===== config.mk =====
export PLATFORM = sky130hd
export DESIGN_NAME = round_trip_loss_bit_tracker
export DESIGN_NICKNAME = d
export VERILOG_FILES = /design/src/sv/rtlt_pkg.sv /design/src/sv/rtlt_div.sv /design/src/sv/rtlt_ctrl.sv /design/src/sv/rtlt_dp.sv /design/src/sv/round_trip_loss_bit_tracker.sv
export VERILOG_INCLUDE_DIRS = /design/src /design/src/sv
export SDC_FILE = /design/constraint.sdc
export NUM_CORES = 2
export LEC_CHECK = 0
export BUFFER_PORTS_ARGS = -buffer_cell sky130_fd_sc_hd__buf_2
export CAP_MARGIN = 20
export CORE_ASPECT_RATIO = 0.75
export CORE_MARGIN = 2
export CORE_UTILIZATION = 37
export DETAILED_ROUTE_END_ITERATION = 10
export GPL_TIMING_DRIVEN = 0
export PLACE_DENSITY = 0.54
export SKIP_CTS_REPAIR_TIMING = 1
export SYNTH_ARGS = -nofsm -noshare
export SYNTH_HDL_FRONTEND = slang
export SYNTH_SLANG_ARGS = --single-unit

===== constraint.sdc =====
create_clock -name clk -period 13.2 [get_ports clk]
set_input_delay 0.66 -clock clk [delete_from_list [all_inputs] [get_ports clk]]
set_output_delay 0.66 -clock clk [all_outputs]
set_load 0.01 [all_outputs]

===== src/sv/round_trip_loss_bit_tracker_macros.svh =====
// Assertion macros for the round-trip loss-bit tracker.
// Expects a clock named clk and an active-low reset named arst_n in scope.
`ifndef ROUND_TRIP_LOSS_BIT_TRACKER_MACROS_SVH
`define ROUND_TRIP_LOSS_BIT_TRACKER_MACROS_SVH

// Same-cycle implication, checked outside reset.
`define RTLT_ASSERT_IMP(lbl, ante, cons, msg) \
	lbl: assert property (@(posedge clk) disable iff (!arst_n) (ante) |-> (cons)) \
		else $error(msg);

// Next-cycle implication, checked outside reset.
`define RTLT_ASSERT_NXT(lbl, ante, cons, msg) \
	lbl: assert property (@(posedge clk) disable iff (!arst_n) (ante) |=> (cons)) \
		else $error(msg);

`endif


===== src/sv/rtlt_pkg.sv =====
// Shared types and constants of the round-trip loss-bit tracker.
// No dependencies.
package rtlt_pkg;

	localparam int RATE_W = 17;
	localparam logic [RATE_W-1:0] RATE_ONE = 17'h10000;
	localparam logic [RATE_W-1:0] MAX_RATE_RESET = 17'h10000;
	localparam int HISTORY_DEPTH_D = 8;
	localparam int COUNT_WIDTH_D = 32;
	localparam int FRAC_BITS = 16;

	// Result event codes.
	localparam logic [1:0] EV_NONE = 2'd0;
	localparam logic [1:0] EV_TOTAL = 2'd1;
	localparam logic [1:0] EV_FULL = 2'd2;

	typedef struct packed {
		logic direction;
		logic spin_flip;
		logic loss_bit;
	} in_item_t;

	typedef struct packed {
		logic [1:0] event_res;
		logic out_direction;
		logic [RATE_W-1:0] total_loss_rate;
		logic [RATE_W-1:0] average_loss_rate;
	} out_item_t;

	typedef enum logic [3:0] {
		ST_IDLE,
		ST_EVAL,
		ST_H_START,
		ST_H_WAIT,
		ST_T_START,
		ST_T_WAIT,
		ST_WALK,
		ST_A_START,
		ST_A_WAIT,
		ST_FINISH
	} state_t;

	typedef struct packed {
		logic load_item;
		logic eval;
		logic hdiv_start;
		logic hdiv_store;
		logic tdiv_start;
		logic tdiv_store;
		logic walk;
		logic adiv_start;
		logic adiv_store;
		logic out_load;
	} cmd_t;

	typedef struct packed {
		logic [1:0] ev;
		logic full_q;
		logic frac_done;
		logic walk_last;
		logic avg_done;
	} status_t;

endpackage


===== src/sv/rtlt_div.sv =====
// Bit-serial restoring divider, one quotient bit per cycle.
// Depends on nothing; used for rate fractions and the history average.
module rtlt_div #(
	parameter int REM_W = 32,
	parameter int DVD_W = 16
) (
	input  logic clk,
	input  logic arst_n,
	input  logic start,
	input  logic [REM_W-1:0] init_rem,
	input  logic [DVD_W-1:0] dividend,
	input  logic [REM_W-1:0] divisor,
	output logic done,
	output logic [DVD_W-1:0] quotient
);

	localparam int CNT_W = $clog2(DVD_W + 1);

	logic busy_q;
	logic done_q;
	logic [CNT_W-1:0] cnt_q;
	logic [REM_W-1:0] rem_q;
	logic [REM_W-1:0] den_q;
	logic [DVD_W-1:0] dvd_q;
	logic [DVD_W-1:0] quo_q;
	logic [REM_W:0] trial;
	logic [REM_W:0] diff;
	logic ge;

	// One trial subtraction per cycle.
	assign trial = {rem_q, dvd_q[DVD_W-1]};
	assign ge = trial >= {1'b0, den_q};
	assign diff = trial - {1'b0, den_q};

	// Control of the iteration count.
	always_ff @(posedge clk or negedge arst_n) begin
		if (!arst_n) begin
			busy_q <= 1'b0;
			done_q <= 1'b0;
			cnt_q <= '0;
		end else begin
			done_q <= 1'b0;
			if (start) begin
				busy_q <= 1'b1;
				cnt_q <= '0;
			end else if (busy_q) begin
				cnt_q <= cnt_q + 1'b1;
				if (cnt_q == CNT_W'(DVD_W - 1)) begin
					busy_q <= 1'b0;
					done_q <= 1'b1;
				end
			end
		end
	end

	// Remainder, dividend and quotient shift registers.
	always_ff @(posedge clk) begin
		if (start) begin
			rem_q <= init_rem;
			den_q <= divisor;
			dvd_q <= dividend;
			quo_q <= '0;
		end else if (busy_q) begin
			rem_q <= ge ? diff[REM_W-1:0] : trial[REM_W-1:0];
			dvd_q <= dvd_q << 1;
			quo_q <= {quo_q[DVD_W-2:0], ge};
		end
	end

	assign done = done_q;
	assign quotient = quo_q;

endmodule


===== src/sv/rtlt_ctrl.sv =====
// Controller state machine of the round-trip loss-bit tracker.
// Depends on rtlt_pkg; drives the datapath through cmd_t, reads status_t.
module rtlt_ctrl
	import rtlt_pkg::*;
(
	input  logic clk,
	input  logic arst_n,
	input  logic in_valid,
	output logic in_ready,
	output logic out_valid,
	input  logic out_ready,
	input  status_t status,
	output cmd_t cmd
);

	state_t state_q;
	state_t state_d;
	logic out_valid_q;
	logic out_free;

	assign out_free = !out_valid_q || out_ready;

	// Next-state logic.
	always_comb begin
		state_d = state_q;
		unique case (state_q)
			ST_IDLE: if (in_valid) state_d = ST_EVAL;
			ST_EVAL: begin
				if (status.ev == EV_FULL) state_d = ST_H_START;
				else if (status.ev == EV_TOTAL) state_d = ST_T_START;
				else state_d = ST_FINISH;
			end
			ST_H_START: state_d = ST_H_WAIT;
			ST_H_WAIT: if (status.frac_done) state_d = ST_T_START;
			ST_T_START: state_d = ST_T_WAIT;
			ST_T_WAIT: begin
				if (status.frac_done) state_d = status.full_q ? ST_WALK : ST_FINISH;
			end
			ST_WALK: if (status.walk_last) state_d = ST_A_START;
			ST_A_START: state_d = ST_A_WAIT;
			ST_A_WAIT: if (status.avg_done) state_d = ST_FINISH;
			ST_FINISH: if (out_free) state_d = ST_IDLE;
			default: state_d = ST_IDLE;
		endcase
	end

	// Command outputs.
	always_comb begin
		cmd = '0;
		in_ready = 1'b0;
		unique case (state_q)
			ST_IDLE: begin
				in_ready = 1'b1;
				cmd.load_item = in_valid;
			end
			ST_EVAL: cmd.eval = 1'b1;
			ST_H_START: cmd.hdiv_start = 1'b1;
			ST_H_WAIT: cmd.hdiv_store = status.frac_done;
			ST_T_START: cmd.tdiv_start = 1'b1;
			ST_T_WAIT: cmd.tdiv_store = status.frac_done;
			ST_WALK: cmd.walk = 1'b1;
			ST_A_START: cmd.adiv_start = 1'b1;
			ST_A_WAIT: cmd.adiv_store = status.avg_done;
			ST_FINISH: cmd.out_load = out_free;
			default: cmd = '0;
		endcase
	end

	// State and output valid registers.
	always_ff @(posedge clk or negedge arst_n) begin
		if (!arst_n) begin
			state_q <= ST_IDLE;
			out_valid_q <= 1'b0;
		end else begin
			state_q <= state_d;
			if (cmd.out_load) out_valid_q <= 1'b1;
			else if (out_ready) out_valid_q <= 1'b0;
		end
	end

	assign out_valid = out_valid_q;

endmodule


===== src/sv/rtlt_dp.sv =====
// Datapath of the round-trip loss-bit tracker: per-direction counters,
// rate history, two serial dividers and the result register.
// Depends on rtlt_pkg and rtlt_div.
module rtlt_dp
	import rtlt_pkg::*;
#(
	parameter int HISTORY_DEPTH = HISTORY_DEPTH_D,
	parameter int COUNT_WIDTH = COUNT_WIDTH_D
) (
	input  logic clk,
	input  logic arst_n,
	input  in_item_t in_data,
	input  logic cfg_valid,
	input  logic [RATE_W-1:0] cfg_data,
	input  cmd_t cmd,
	output status_t status,
	output out_item_t out_data
);

	localparam int PTR_W = (HISTORY_DEPTH > 1) ? $clog2(HISTORY_DEPTH) : 1;
	localparam int CNT_W = $clog2(HISTORY_DEPTH + 1);
	localparam int SUM_W = RATE_W + $clog2(HISTORY_DEPTH + 1);
	localparam int CW = COUNT_WIDTH;

	function automatic logic [CW-1:0] sat_add(input logic [CW-1:0] a, input logic [CW-1:0] b);
		logic [CW:0] s;
		s = {1'b0, a} + {1'b0, b};
		return s[CW] ? {CW{1'b1}} : s[CW-1:0];
	endfunction

	// Item and configuration registers.
	logic dir_q, flip_q, mark_q;
	logic [RATE_W-1:0] max_rate_q;

	// Per-direction tracker state.
	logic pe_q [2];
	logic rp_q [2];
	logic [CW-1:0] cur_q [2];
	logic [CW-1:0] prev_q [2];
	logic [CW-1:0] lost_q [2];
	logic [CW-1:0] mk_q [2];
	logic [CW-1:0] gen_q [2];
	logic [PTR_W-1:0] ptr_q [2];
	logic [RATE_W-1:0] total_q [2];
	logic [RATE_W-1:0] avg_q [2];
	logic [RATE_W-1:0] hist_q [2][HISTORY_DEPTH];

	// Division operands captured at evaluation.
	logic [CW-1:0] hnum_q, hden_q, tnum_q, tden_q;
	logic [1:0] ev_q;

	// History walk.
	logic [PTR_W-1:0] widx_q;
	logic [SUM_W-1:0] sum_q;
	logic [CNT_W-1:0] n_q;
	logic [RATE_W-1:0] entry;

	// Fraction unit.
	logic [CW-1:0] f_num, f_den;
	logic f_sp_q;
	logic [RATE_W-1:0] f_spv_q;
	logic f_done;
	logic [FRAC_BITS-1:0] f_quo;
	logic [RATE_W-1:0] f_res;
	logic a_done;
	logic [SUM_W-1:0] a_quo;
	out_item_t out_q;

	// Evaluation of one packet against the selected tracker.
	logic pe, rp, close, lt;
	logic [CW-1:0] cur, prv, lost, mk, gen, losses;
	logic [1:0] ev_c;
	logic [CW-1:0] lost_n, gen_n, prev_n, cur_f, cur_n, mk_n;
	logic rp_n, pe_f, pe_n;

	always_comb begin
		pe = pe_q[dir_q];
		rp = rp_q[dir_q];
		cur = cur_q[dir_q];
		prv = prev_q[dir_q];
		lost = lost_q[dir_q];
		mk = mk_q[dir_q];
		gen = gen_q[dir_q];
		close = flip_q && pe && (cur != '0);
		lt = prv < cur;
		losses = prv - cur;
		if (close && rp) ev_c = lt ? EV_TOTAL : EV_FULL;
		else ev_c = EV_NONE;
		lost_n = (close && rp) ? sat_add(lost, lt ? prv : losses) : lost;
		gen_n = (ev_c == EV_FULL) ? sat_add(gen, prv) : gen;
		rp_n = close ? ((rp && lt && (prv != '0)) ? 1'b1 : !rp) : rp;
		prev_n = close ? cur : prv;
		cur_f = close ? '0 : cur;
		pe_f = (flip_q && !pe) ? 1'b1 : pe;
		mk_n = mark_q ? sat_add(mk, CW'(1)) : mk;
		cur_n = mark_q ? sat_add(cur_f, CW'(1)) : cur_f;
		pe_n = mark_q ? 1'b0 : pe_f;
	end

	// Item capture, operands and configuration.
	always_ff @(posedge clk or negedge arst_n) begin
		if (!arst_n) begin
			max_rate_q <= MAX_RATE_RESET;
		end else if (cfg_valid) begin
			max_rate_q <= cfg_data;
		end
	end

	always_ff @(posedge clk) begin
		if (cmd.load_item) begin
			dir_q <= in_data.direction;
			flip_q <= in_data.spin_flip;
			mark_q <= in_data.loss_bit;
		end
		if (cmd.eval) begin
			ev_q <= ev_c;
			hnum_q <= losses;
			hden_q <= prv;
			tnum_q <= lost_n;
			tden_q <= (ev_c == EV_FULL) ? gen_n : mk;
		end
	end

	// Tracker state updates.
	always_ff @(posedge clk or negedge arst_n) begin
		if (!arst_n) begin
			for (int i = 0; i < 2; i++) begin
				pe_q[i] <= 1'b0;
				rp_q[i] <= 1'b0;
				cur_q[i] <= '0;
				prev_q[i] <= '0;
				lost_q[i] <= '0;
				mk_q[i] <= '0;
				gen_q[i] <= '0;
				ptr_q[i] <= '0;
				total_q[i] <= '0;
				avg_q[i] <= '0;
				for (int j = 0; j < HISTORY_DEPTH; j++) hist_q[i][j] <= '0;
			end
		end else begin
			if (cmd.eval) begin
				pe_q[dir_q] <= pe_n;
				rp_q[dir_q] <= rp_n;
				cur_q[dir_q] <= cur_n;
				prev_q[dir_q] <= prev_n;
				lost_q[dir_q] <= lost_n;
				mk_q[dir_q] <= mk_n;
				gen_q[dir_q] <= gen_n;
			end
			if (cmd.hdiv_store) begin
				hist_q[dir_q][ptr_q[dir_q]] <= f_res;
				if (ptr_q[dir_q] == PTR_W'(HISTORY_DEPTH - 1)) ptr_q[dir_q] <= '0;
				else ptr_q[dir_q] <= ptr_q[dir_q] + 1'b1;
			end
			if (cmd.tdiv_store) total_q[dir_q] <= f_res;
			if (cmd.adiv_store) avg_q[dir_q] <= (n_q == '0) ? '0 : a_quo[RATE_W-1:0];
		end
	end

	// Fraction unit: special cases are settled when the division starts.
	assign f_num = cmd.hdiv_start ? hnum_q : tnum_q;
	assign f_den = cmd.hdiv_start ? hden_q : tden_q;

	always_ff @(posedge clk) begin
		if (cmd.hdiv_start || cmd.tdiv_start) begin
			f_sp_q <= (f_den == '0) || (f_num >= f_den);
			f_spv_q <= (f_num == '0) ? '0 : RATE_ONE;
		end
	end

	rtlt_div #(
		.REM_W(CW),
		.DVD_W(FRAC_BITS)
	) u_frac (
		.clk(clk),
		.arst_n(arst_n),
		.start(cmd.hdiv_start || cmd.tdiv_start),
		.init_rem(f_num),
		.dividend('0),
		.divisor(f_den),
		.done(f_done),
		.quotient(f_quo)
	);

	assign f_res = f_sp_q ? f_spv_q : {1'b0, f_quo};

	// History walk: one entry per cycle; entries below max_rate go into the running sum and count.
	assign entry = hist_q[dir_q][widx_q];

	always_ff @(posedge clk) begin
		if (cmd.eval) begin
			widx_q <= '0;
			sum_q <= '0;
			n_q <= '0;
		end else if (cmd.walk) begin
			widx_q <= widx_q + 1'b1;
			if (entry < max_rate_q) begin
				sum_q <= sum_q + SUM_W'(entry);
				n_q <= n_q + 1'b1;
			end
		end
	end

	rtlt_div #(
		.REM_W(CNT_W),
		.DVD_W(SUM_W)
	) u_avg (
		.clk(clk),
		.arst_n(arst_n),
		.start(cmd.adiv_start),
		.init_rem('0),
		.dividend(sum_q),
		.divisor(n_q),
		.done(a_done),
		.quotient(a_quo)
	);

	// Result register.
	always_ff @(posedge clk) begin
		if (cmd.out_load) begin
			out_q.event_res <= ev_q;
			out_q.out_direction <= dir_q;
			out_q.total_loss_rate <= total_q[dir_q];
			out_q.average_loss_rate <= avg_q[dir_q];
		end
	end

	assign out_data = out_q;

	assign status.ev = ev_c;
	assign status.full_q = (ev_q == EV_FULL);
	assign status.frac_done = f_done;
	assign status.walk_last = (widx_q == PTR_W'(HISTORY_DEPTH - 1));
	assign status.avg_done = a_done;

endmodule


===== src/sv/round_trip_loss_bit_tracker.sv =====
// Round-trip loss-bit tracker, two directions with a shared datapath.
// Takes one observed packet per transfer on in_*: direction, spin_flip and
// loss_bit. Gives exactly one result per packet on out_*: the event code
// and the total and average loss rates held for that direction, in
// unsigned fixed point where 65536 stands for 1.0. max_rate is written by
// a transfer on cfg_*, which is always ready; write it only while idle.
// A packet that closes no period goes from evaluation straight to the
// result. When only the total rate is updated, the serial fraction
// divider runs once; a full measurement runs it twice, for the history
// rate and then the total rate, walks the history (one entry a cycle)
// and then runs the serial average divider. One packet is processed at
// a time; the next one is taken in the cycle after the result is loaded.
// A loaded result may still wait to be taken while the next packet is
// processed; if the receiver stalls, that next result waits in the
// controller. Reset clears all per-direction counters, history and held
// rates, and sets max_rate to 1.0.
// Depends on rtlt_pkg, rtlt_ctrl, rtlt_dp and the macro header.
`include "round_trip_loss_bit_tracker_macros.svh"

module round_trip_loss_bit_tracker
	import rtlt_pkg::*;
#(
	parameter int HISTORY_DEPTH = HISTORY_DEPTH_D,
	parameter int COUNT_WIDTH = COUNT_WIDTH_D
) (
	input  logic clk,
	input  logic arst_n,
	input  logic in_valid,
	output logic in_ready,
	input  in_item_t in_data,
	output logic out_valid,
	input  logic out_ready,
	output out_item_t out_data,
	input  logic cfg_valid,
	output logic cfg_ready,
	input  logic [RATE_W-1:0] cfg_data
);

	cmd_t cmd;
	status_t status;

	// Configuration writes are always taken.
	assign cfg_ready = 1'b1;

	rtlt_ctrl u_ctrl (
		.clk(clk),
		.arst_n(arst_n),
		.in_valid(in_valid),
		.in_ready(in_ready),
		.out_valid(out_valid),
		.out_ready(out_ready),
		.status(status),
		.cmd(cmd)
	);

	rtlt_dp #(
		.HISTORY_DEPTH(HISTORY_DEPTH),
		.COUNT_WIDTH(COUNT_WIDTH)
	) u_dp (
		.clk(clk),
		.arst_n(arst_n),
		.in_data(in_data),
		.cfg_valid(cfg_valid && cfg_ready),
		.cfg_data(cfg_data),
		.cmd(cmd),
		.status(status),
		.out_data(out_data)
	);

	// After taking a packet the block is busy evaluating it.
	`RTLT_ASSERT_NXT(a_busy_after_take, in_valid && in_ready, !in_ready && cmd.eval, "not evaluating after input transfer")
	// Only defined event codes leave the block.
	`RTLT_ASSERT_IMP(a_event_code, out_valid, out_data.event_res == EV_NONE || out_data.event_res == EV_TOTAL || out_data.event_res == EV_FULL, "undefined event code")
	// Rates never exceed 1.0.
	`RTLT_ASSERT_IMP(a_rate_range, out_valid, out_data.total_loss_rate <= RATE_ONE && out_data.average_loss_rate <= RATE_ONE, "rate above 1.0")

endmodule


After elaboration in Yosys (flattened, before gate mapping) --
Index checks and enable logic that the tools add are counted.
Storage, ports and cells: flip-flop bits (word level) 1048, output and inout port bits 40, word-level logic and storage cells 272
Operators by class: eq/ne operators 22, bitwise operators 5, add/sub/neg operators 13, mux-type cells 128, reductions and logical operators 25, order comparisons 10
Operators by type and width (number):
- 32-bit 2-to-1 mux | 33
- 136-bit 2-to-1 mux | 4
- 64-bit bitwise mux | 5
- 272-bit bitwise mux | 1
- 17-bit 2-to-1 mux | 13
- 136-bit demux with 1-bit select | 1
- 34-bit bitwise mux | 2
- 32-bit by 1-bit adder with 33-bit output, second input constant | 2
- 32-bit by 32-bit adder with 33-bit output | 2
- 32-bit zero test | 2
- 32-bit nonzero test | 2
- 32-bit subtractor | 2
- 17-bit binary-select mux with 3-bit select | 1
- 17-bit demux with 3-bit select | 1
- 21-bit 2-to-1 mux | 2
- 4-bit 2-to-1 mux | 10
- 4-bit case mux with 10 select lines | 1
- 1-bit 2-to-1 mux | 36
- 33-bit by 32-bit >= comparator with 1-bit output | 1
- 32-bit demux with 1-bit select | 1
- 32-bit >= comparator | 1
- 32-bit less-than comparator | 1
- 21-bit by 17-bit adder with 21-bit output | 1
- 5-bit 2-to-1 mux | 4
- 40 further kinds | 74

Depth between registers and ports, before layout --
depth after elaboration 12, depth in mapped cells 36

Hierarchy --
From an unflattened synthesis, not the netlist that was laid out.
Second synthesis, totals: cell total of the unflattened synthesis 5380, area, all modules 54817.6 um^2
Modules (own cells, without submodules):
- rtlt_dp | cells an instance 4520, times used 1, area an instance 45612.5 um^2
- rtlt_div (u_dp.u_frac) | cells an instance 600, times used 1, area an instance 6192.2 um^2
- rtlt_div (u_dp.u_avg) | cells an instance 193, times used 1, area an instance 2486.1 um^2
- rtlt_ctrl | cells an instance 65, times used 1, area an instance 515.5 um^2
- round_trip_loss_bit_tracker | cells an instance 2, times used 1, area an instance 11.3 um^2

Worst setup path before layout --
Ideal clock, no wire load.
path type register to register, start point reg u_dp.dir_q, end point reg u_dp.tnum_q[29], data pin, clock period less this slack 7235 ps, setup time 256 ps, cell stages (with the launch flop) 34, arrival 6979 ps, path slack 5965 ps, data required time 12944 ps, cells stage by stage edfxtp_1 buf_6 buf_12 buf_4 buf_4 buf_4 buf_4 buf_4 buf_2 mux2i_1 inv_1 ha_1 inv_1 fa_1 a21o_1 a21oi_1 o21a_1 o21bai_1 a22oi_1 o21ai_1 a211oi_2 buf_2 mux2_1 ha_1 clkbuf_1 nand3_1 a21oi_1 o21ai_0 o211a_1 or3_1 a221o_1 o41ai_1 xor2_1 o22a_1
On the way: word-level cells in the longest chain between the ends 9
RTL lines:
- start, declared | line rtlt_dp.sv:32 | logic dir_q, flip_q, mark_q;
- start signal, assigned | line rtlt_dp.sv:111 | dir_q <= in_data.direction;
- 1-bit inverter with 2-bit output (implied by the code) (*)
- 32-bit 2-to-1 mux, on equally long branches (3 in a row) | line rtlt_dp.sv:80, rtlt_dp.sv:79
- 32-bit subtractor or 32-bit less-than comparator (tied branches) | line rtlt_dp.sv:86, rtlt_dp.sv:85
- 32-bit 2-to-1 mux | line rtlt_dp.sv:89 | lost_n = (close && rp) ? sat_add(lost, lt ? prv : losses) : lost;
- 32-bit by 32-bit adder with 33-bit output | line rtlt_dp.sv:27 | s = {1'b0, a} + {1'b0, b};
- 32-bit 2-to-1 mux | line rtlt_dp.sv:28 | return s[CW] ? {CW{1'b1}} : s[CW-1:0];
- 32-bit 2-to-1 mux (*) | line rtlt_dp.sv:89
- via u_dp.lost_n[29] | line rtlt_dp.sv:73 | logic [CW-1:0] lost_n, gen_n, prev_n, cur_f, cur_n, mk_n;
- end signal, assigned | line rtlt_dp.sv:119 | tnum_q <= lost_n;
- end, declared | line rtlt_dp.sv:49 | logic [CW-1:0] hnum_q, hden_q, tnum_q, tden_q;
Mark *: on every way through the listed nets, which the timed path passes. The rest lies on a longest branch. The select of a mux whose other input is x is not followed. A chain may end at the register's enable or synchronous reset.

Worst setup path in the final report --
start point reg u_dp.dir_q, end point reg u_dp.tnum_q[24], data pin
Same word-level chain as after synthesis.

==> out/metrics.yaml <==
drt:
  drt-initial-drc-count: 4479
  vias: 41800
  wl_um: 177000
  drc: 0
  first_pass_iters: 6
  viasPerCell: 5.64
  post_drt_wl_per_cell_um: 23.9
  postRouteAntennaNets: 0
floorplanning:
  rows: 120
  ios: 65
  die_x_um: 444
  core_um2: 143000
  start_util_pct: 37.4
  fp.dieH_um: 334
  fp.dieArea_um2: 148000
final_layout:
  fillerInstances: 13900
  drive_gt1_share_pct: 11.3
  nets: 5669
  fin_area_um2: 60200
  area_growth_pct: 12.2
worst_setup_path:
  path_common_cell: "buf_4"
  cp_slowest_stage_delay_ns: 0.93
  endpoint_kind: "register"
  critPathLaunchType: "register"
  cp.arrival_ns: 11.86
  crit_fanout: 10
  r2r_setup_slack_ns: 1.90
  critical_path.slowest_cell: "a211oi_2"
  crit_required_ns: 13.76
  worst-setup-path-type: "reg2reg"
clocking:
  path_clk_slew_ns: 0.06
  cts_tree: "done"
  cts-root-buf: "clkbuf_16"
  cts_sinks: 1032
  clockBufferDepth: 3
  htreeDepth: 3
  clk_latency_ns: 0.76
  cts_buffers: 107
place:
  dp_slack_ns: 2.22
  port_buffers: 63
  place_hpwl_um: 133000
  gp_congestion: 0.923
  place_area_um2: 56700
timing:
  whs_ns: 0.0791
  fin_ws_ns: 1.90
  max_slew.worst_pin.slew_ns: 1.13
  finalSetupViolCount: 0
  clock.fmax_mhz: 88.5
  rsz0062_at_grt: "false"
  timing.final.crit_share_pct: 85.6
  timing.slew.headroom_pct: 24.7
  slew_viol_final: 0
  hold_viol: 0
  period_needed_ns: 11.30
  clock_skew_ns: 0.0751
global_route:
  grt_overflow_total: 0
  gr-usage-all-layers_pct: 23.7
  grt_pass1_vias: 39700
  grt_pass1_wl_um: 265000
  grt_antenna_before_repair: 10
  grt_max_degree: 114
yosys:
  ys_seq_area_share_pct: 50.0
  synth-edff-count: 261
  syn-num-nets: 5478
  synthesis.area_um2: 53700
  synth_cells: 5237
  synthArstFlopShare_pct: 68.4
  syn_avg_cell_area_um2: 10.2
  synth-seq-cells: 1032
  ys.warnings.count: 0
  synth_cell_type_count: 96
  synth_ff_type: "dfrtp_1"
run:
  maxCapViolCount: 0
worst_hold_path:
  hold_class: "in2reg"
power_and_ir_drop:
  finalPower_w: 0.0136
  vdd_ir_drop_max_uv: 152
  powerDensity_nw_per_um2: 226
  leakagePower_nw: 25.7
outcome:
  status: "finished, final reports clean"
[worst max-delay path, delay by kind of cell (launching register included)]
kind / cells / cell delay, ns
buf+inv: 11 / 3.84
simple gates: 5 / 0.97
flops: 1 / 0.70
compound gates: 11 / 3.72
fa+ha+maj: 2 / 0.87
mux: 2 / 0.92
[synthesized netlist by cell type (all sizes together) (40+ instances only)]
cell type | instances | area share, %
o31ai | 50 | 0.71
nor2 | 447 | 3.1
a211oi | 41 | 0.60
nand3 | 40 | 0.37
clkbuf | 207 | 1.4
edfxtp | 261 | 15
xnor2 | 89 | 1.5
nand4 | 66 | 0.77
buf | 79 | 0.85
xor2 | 80 | 1.3
dfxtp | 65 | 2.4
ha | 210 | 4.9
mux4 | 84 | 3.5
dfrtp | 705 | 33
nand2 | 691 | 4.8
a21oi | 381 | 3.6
o21ai | 566 | 5.3
inv | 186 | 1.3
a21o | 101 | 1.4
mux2i | 192 | 3.6
mux2 | 186 | 3.9
nor3 | 50 | 0.51
[report_power, final]
part	internal, W	switching, W
registers	0.00411	0.000287
logic	0.00206	0.00411
clock network	0.00168	0.00136
total	0.00785	0.00575
[cell type report]
class / instances / area [µm²] / area share, %
Sequential cell: 1032 / 26800 / 44.5
Multi-Input combinational cell: 3732 / 24900 / 41.4
Clock buffer: 157 / 3030 / 5.03
Tap cell: 1891 / 2370 / 3.93
Buffer: 286 / 1240 / 2.06
Inverter: 187 / 702 / 1.17
Timing Repair Buffer: 82 / 694 / 1.15
Clock inverter: 39 / 429 / 0.713
Antenna cell: 3 / 7.51 / 0.0125
[flip-flops by register name (all words and copies together), names as in the netlist, 17 cells and up]
signal and cells:
u_dp.mk_q 64, u_dp.u_frac.den_q 32, u_dp.tden_q 32, u_dp.hist_q 272
u_dp.hden_q 32, u_dp.sum_q 21, u_dp.hnum_q 32, u_dp.u_frac.rem_q 32
u_dp.total_q 34, u_dp.prev_q 64, u_dp.u_avg.dvd_q 21, u_dp.avg_q 34
u_dp.cur_q 64, u_dp.lost_q 64, u_dp.u_avg.quotient 17, u_dp.gen_q 64
u_dp.out_data 37, u_dp.tnum_q 32, u_dp.max_rate_q 17
[cell families (layout without fill, tap and decap cells)]
family,after synthesis,in the layout,synth area share [%]
XOR/XNOR,169,169,2.76
multiplexers,462,462,11.0
other,1,4,0.00699
buffers and inverters,473,751,3.60
flip-flops,1032,1032,50.0
AO/OA/AOI/OAI,1359,1359,15.0
adder cells (fa/ha/maj),216,216,5.12
AND/OR/NAND/NOR,1525,1525,12.6
[through the flow]
stage                     setup TNS [ns]  util (%)  cells
after global placement          -3001.85      39.3   7191
final                                  0      42.0   7409
after detailed placement               0      39.6   7208
after global routing                   0      42.0   7407
after CTS                              0      42.0   7404
after floorplan                        0         -   5237
[routing by layer]
metal	up-vias	track usage (%)	part of all wire, %
met5	-	0	0.021
met4	6	6.02	2.7
met3	245	4.73	9.1
met2	1707	30.9	38
met1	20700	38.7	50
li1	19100	-	-
[path summary, 6_finish.rpt]
check,cells past startpoint,end,start
max,31,u_dp.tnum_q[24],u_dp.dir_q
min,1,u_dp.dir_q,in_data[2]
max reg2reg,31,u_dp.tnum_q[24],u_dp.dir_q
min reg2reg,2,u_dp.mk_q[53],u_dp.mk_q[53]
max in group asynchronous,7,u_dp.hist_q[110],arst_n
min in group asynchronous,2,u_dp.lost_q[23],arst_n
[placed cells by master, fill, tap and decap left out, types with 17 or more instances in the layout]
| master | count |
|---|---|
| a211oi_1 | 38 |
| a21o_1 | 101 |
| a21oi_1 | 379 |
| a22oi_1 | 26 |
| a31oi_1 | 27 |
| and2_1 | 21 |
| and3_1 | 20 |
| buf_2 | 109 |
| buf_4 | 18 |
| clkbuf_1 | 240 |
| clkbuf_16 | 108 |
| dfrtp_1 | 705 |
| dfxtp_1 | 65 |
| edfxtp_1 | 261 |
| ha_1 | 210 |
| inv_1 | 184 |
| mux2_2 | 185 |
| mux2i_1 | 190 |
| mux4_2 | 84 |
| nand2_1 | 691 |
| nand2b_1 | 39 |
| nand3_1 | 40 |
| nand4_1 | 66 |
| nor2_1 | 445 |
| nor2b_1 | 37 |
| nor3_1 | 44 |
| nor4_1 | 33 |
| o21a_1 | 24 |
| o21ai_0 | 552 |
| o31ai_1 | 49 |
| or3_1 | 17 |
| xnor2_1 | 89 |
| xor2_1 | 80 |
Note: power is estimated with default switching activity, not from simulation.
